$ cat src/design/gbs_pkg.sv
// Package for the greedy box suppression block.
// Box record, controller command and status structs, register reset value.
// No dependencies.
package gbs_pkg;

	typedef struct packed {
		logic signed [15:0] x;
		logic signed [15:0] y;
		logic signed [15:0] w;
		logic signed [15:0] h;
		logic signed [15:0] score;
		logic        [7:0]  label;
	} box_t;

	typedef struct packed {
		logic load_ready;
		logic init;
		logic scan_start;
		logic scan_sup;
		logic take;
		logic emit_en;
	} cmd_t;

	typedef struct packed {
		logic last_req;
		logic busy;
		logic emit_fire;
		logic alive_zero;
	} sts_t;

	localparam logic [16:0] THR_RESET = 17'd29491;

endpackage

$ cat src/design/gbs_ctrl.sv
// Controller state machine for greedy box suppression.
// Sequences load, best-box search, suppression scan and result issue.
// Depends on gbs_pkg.
module gbs_ctrl (
	input  logic          clk,
	input  logic          arst_n,
	input  gbs_pkg::sts_t sts,
	output gbs_pkg::cmd_t cmd
);

	typedef enum logic [2:0] {
		LOAD,
		SEL_WAIT,
		TAKE,
		SUP_WAIT,
		EMIT
	} state_t;

	state_t        state_q;
	gbs_pkg::cmd_t cmd_q;

	assign cmd = cmd_q;

	always_ff @(posedge clk or negedge arst_n) begin
		if (!arst_n) begin
			state_q <= LOAD;
			cmd_q   <= '{load_ready: 1'b1, default: 1'b0};
		end else begin
			case (state_q)
				LOAD: begin
					cmd_q.take       <= 1'b0;
					cmd_q.init       <= sts.last_req;
					cmd_q.scan_start <= sts.last_req;
					if (sts.last_req) begin
						cmd_q.load_ready <= 1'b0;
						cmd_q.scan_sup   <= 1'b0;
						state_q          <= SEL_WAIT;
					end
				end
				SEL_WAIT: begin
					cmd_q.init       <= 1'b0;
					cmd_q.scan_start <= 1'b0;
					cmd_q.take       <= !sts.busy;
					if (!sts.busy) begin
						state_q <= TAKE;
					end
				end
				TAKE: begin
					cmd_q.init       <= 1'b0;
					cmd_q.take       <= 1'b0;
					cmd_q.scan_start <= 1'b1;
					cmd_q.scan_sup   <= 1'b1;
					state_q          <= SUP_WAIT;
				end
				SUP_WAIT: begin
					cmd_q.init       <= 1'b0;
					cmd_q.scan_start <= 1'b0;
					cmd_q.take       <= 1'b0;
					if (!sts.busy) begin
						cmd_q.emit_en <= 1'b1;
						state_q       <= EMIT;
					end
				end
				EMIT: begin
					cmd_q.init       <= 1'b0;
					cmd_q.take       <= 1'b0;
					cmd_q.scan_start <= sts.emit_fire & !sts.alive_zero;
					if (sts.emit_fire) begin
						cmd_q.emit_en <= 1'b0;
						if (sts.alive_zero) begin
							cmd_q.load_ready <= 1'b1;
							state_q          <= LOAD;
						end else begin
							cmd_q.scan_sup <= 1'b0;
							state_q        <= SEL_WAIT;
						end
					end
				end
				default: begin
					cmd_q   <= '{load_ready: 1'b1, default: 1'b0};
					state_q <= LOAD;
				end
			endcase
		end
	end

endmodule

$ cat config.mk
export PLATFORM = sky130hd
export DESIGN_NAME = gbs_ctrl
export DESIGN_NICKNAME = d
export VERILOG_FILES = /design/src/design/gbs_pkg.sv /design/src/design/gbs_ctrl.sv
export SDC_FILE = /design/constraint.sdc
export NUM_CORES = 1
export LEC_CHECK = 0
export BUFFER_PORTS_ARGS = -buffer_cell sky130_fd_sc_hd__buf_2
export CAP_MARGIN = 10
export CELL_PAD_IN_SITES_DETAIL_PLACEMENT = 0
export CELL_PAD_IN_SITES_GLOBAL_PLACEMENT = 1
export CORE_AREA = 3 3 40 42
export CTS_BUF_LIST = sky130_fd_sc_hd__clkbuf_8
export CTS_CLUSTER_DIAMETER = 60
export DETAILED_ROUTE_END_ITERATION = 10
export DIE_AREA = 0 0 43 45
export PLACE_DENSITY_LB_ADDON = 0.2
export SLEW_MARGIN = 0
export SYNTH_ARGS = -nofsm -noshare
export SYNTH_HDL_FRONTEND = slang
export SYNTH_SLANG_ARGS = --single-unit
$ cat constraint.sdc
create_clock -name clk -period 3 [get_ports clk]
set_input_delay 0.45 -clock clk [delete_from_list [all_inputs] [get_ports clk]]
set_output_delay 0.45 -clock clk [all_outputs]
set_load 0.1 [all_outputs]
==> flow_summary.json <==
{
  "fin_tns_setup_ps": 0,
  "crit_slowest_cell": "dfstp_2",
  "synthCells": 43,
  "wire_per_inst_um": 13.9,
  "crit_type": "flop to output port",
  "cts_tree": "done",
  "num_io_pins": 12,
  "drive_above_1_share_pct": 29.1,
  "nets": 62,
  "fin_ws_ps": 1370,
  "drtIter0Drc": 5,
  "hpwl_um": 718,
  "place_area_um2": 497,
  "r2r_end": "cmd[2]",
  "cts_sinks": 9,
  "die_area_um2": 1940,
  "cpLargestDelayFamily": "flip-flops",
  "grt_pass1_vias": 368,
  "grt_pass1_wl_um": 1610,
  "syn_nets": 49,
  "layout_min_cycle_time_ps": 1630,
  "r2r_setup_slack_ps": 1620,
  "finalClockSkew_ps": 1.26,
  "cts-root-buf": "clkbuf_8",
  "synth.distinct_cells": 21,
  "placed_cells": 66,
  "drc": 0,
  "die_y_um": 45,
  "yosysWarnings": 0,
  "startpoint_type": "flop",
  "post_cts_buffers": 0,
  "status": "completed",
  "final_cell_mix": "buf_2 (11), dfrtp_1 (8), nor2_1 (4), a21oi_1 (4), o21ai_0 (4)",
  "synth-seq-cells": 9,
  "max_stage_delay_ps": 530,
  "crit_buf_inv": 1,
  "routed_wl_um": 973,
  "rows": 13,
  "synth.area.top_cells": "dfrtp_1 (46%), dfstp_2 (6.0%), a21oi_1 (4.6%), o21ai_0 (4.6%), nand2b_1 (4.3%)",
  "fp.coreArea_um2": 1280,
  "synthToLayoutAreaGrowth_pct": 23.7,
  "final_area_um2": 542,
  "finalNonFillerCells": 70,
  "grt_util_all_layers_pct": 11.6,
  "final_common_cell": "buf_2",
  "cts_buffers": 3,
  "yosysSeqAreaShare_pct": 51.7,
  "syn-cell-area_um2": 438,
  "finalCritPeriodShare_pct": 54.3,
  "slew_headroom_pct": 67.8,
  "antenna_left": 0,
  "rr_worst_depth": 3,
  "hold_viol_final": 0,
  "dr.pass1.iters": 4,
  "syn_avg_cell_area_um2": 10.2,
  "grt_max_degree": 17,
  "globalplace.congestion": 0.685,
  "cp_data_arrival_time_ps": 1180,
  "portBuffers": 11,
  "via_per_inst": 5.31,
  "clock_latency_ps": 230,
  "cts_resized": 0,
  "synth_top_cell_by_area": "dfrtp_1",
  "n_antenna_cell": 0,
  "post-place-ws_ps": 1620,
  "max_freq_ghz": 0.614,
  "endpoint_kind": "output port",
  "rsz0062_at_grt": "false",
  "crit_chain": "buf_2",
  "htree_levels": 1,
  "floorplan.initialDensity_pct": 34.1,
  "crit_path_max_fanout": 3,
  "hold_buffers": 0,
  "setup_viol": 0,
  "vias": 372,
  "critPathLaunch": "cmd[5]",
  "chipWidth_um": 43,
  "finalMaxSlewViolations": 0,
  "min_path_type": "input port to async pin",
  "cp.required_ps": 2550,
  "yosysTopAreaCellShare_pct": 45.7,
  "cts.path.max_buffers": 2,
  "antenna_found_initial": 0,
  "worst_slew_pin_slew_ps": 486,
  "grt-ovfl-total": 0,
  "path_clk_slew_ps": 40,
  "r2r_start": "state_q[2]",
  "cap_violations": 0
}
kinds of logic after synthesis:
group           count (synthesis)  synth area share [%]
buf+inv                         3                  3.43
simple gates                   18                  24.6
xor+xnor                        1                  2.00
compound gates                 12                  18.3
flops                           9                  51.7
layer usage:
layer | share of wire [%] | up-vias | global-route usage (%)
li1 | - | 175 | -
met1 | 40 | 180 | 11.7
met2 | 50 | 15 | 20.1
met3 | 9.6 | 2 | 4.78
met4 | 0.41 | 0 | 7.23
met5 | 0 | - | 0
synth_stat cells (all sizes together):
cell	instances
nand4b	1
dfrtp	8
nor3b	1
and2b	1
xnor2	1
nor2b	1
a21oi	4
nand2	3
nand2b	3
o21bai	1
a2111oi	2
dfstp	1
buf	3
o21ai	4
nand4bb	1
a211o	1
or3b	1
nor3	1
nor2	4
nand3b	1
registers in the layout, indices dropped and copies added (netlist names):
| register | count |
|---|---|
| state_q | 3 |
| cmd | 6 |
through the flow:
| step | hold WS (ps) | utilization (%) |
|---|---|---|
| finish | 68.4 | 42.2 |
| global route | 75.3 | 42.2 |
| CTS | 66.5 | 42.2 |
| detailed placement | 314 | 38.7 |
| global placement | 308 | 38.7 |
| floorplan | 154 | - |
worst max path at each step:
stage	endpoint	slack (ps)	cells past startpoint
after CTS	cmd[5]	1360	1
after floorplan	cmd[2]	1600	3
final	cmd[5]	1370	1
after detailed placement	cmd[5]	1620	1
after global placement	cmd[5]	1620	1
after global routing	cmd[5]	1360	1
worst reg2reg max path: cells and delay by family, from the launching register on:
kind / cells / cell delay (ps)
flops: 1 / 610
compound gates: 2 / 600
simple gates: 1 / 110
cell type report:
class	count	area, µm²
Tap cell	15	18.8
Sequential cell	9	226
Fill cell	137	743
Timing Repair Buffer	11	55.1
Clock inverter	1	3.75
Clock buffer	3	41.3
Multi-Input combinational cell	31	196
Power is not shown: default switching activity piles up to over one toggle a cycle in this logic, so the estimate is an artifact.
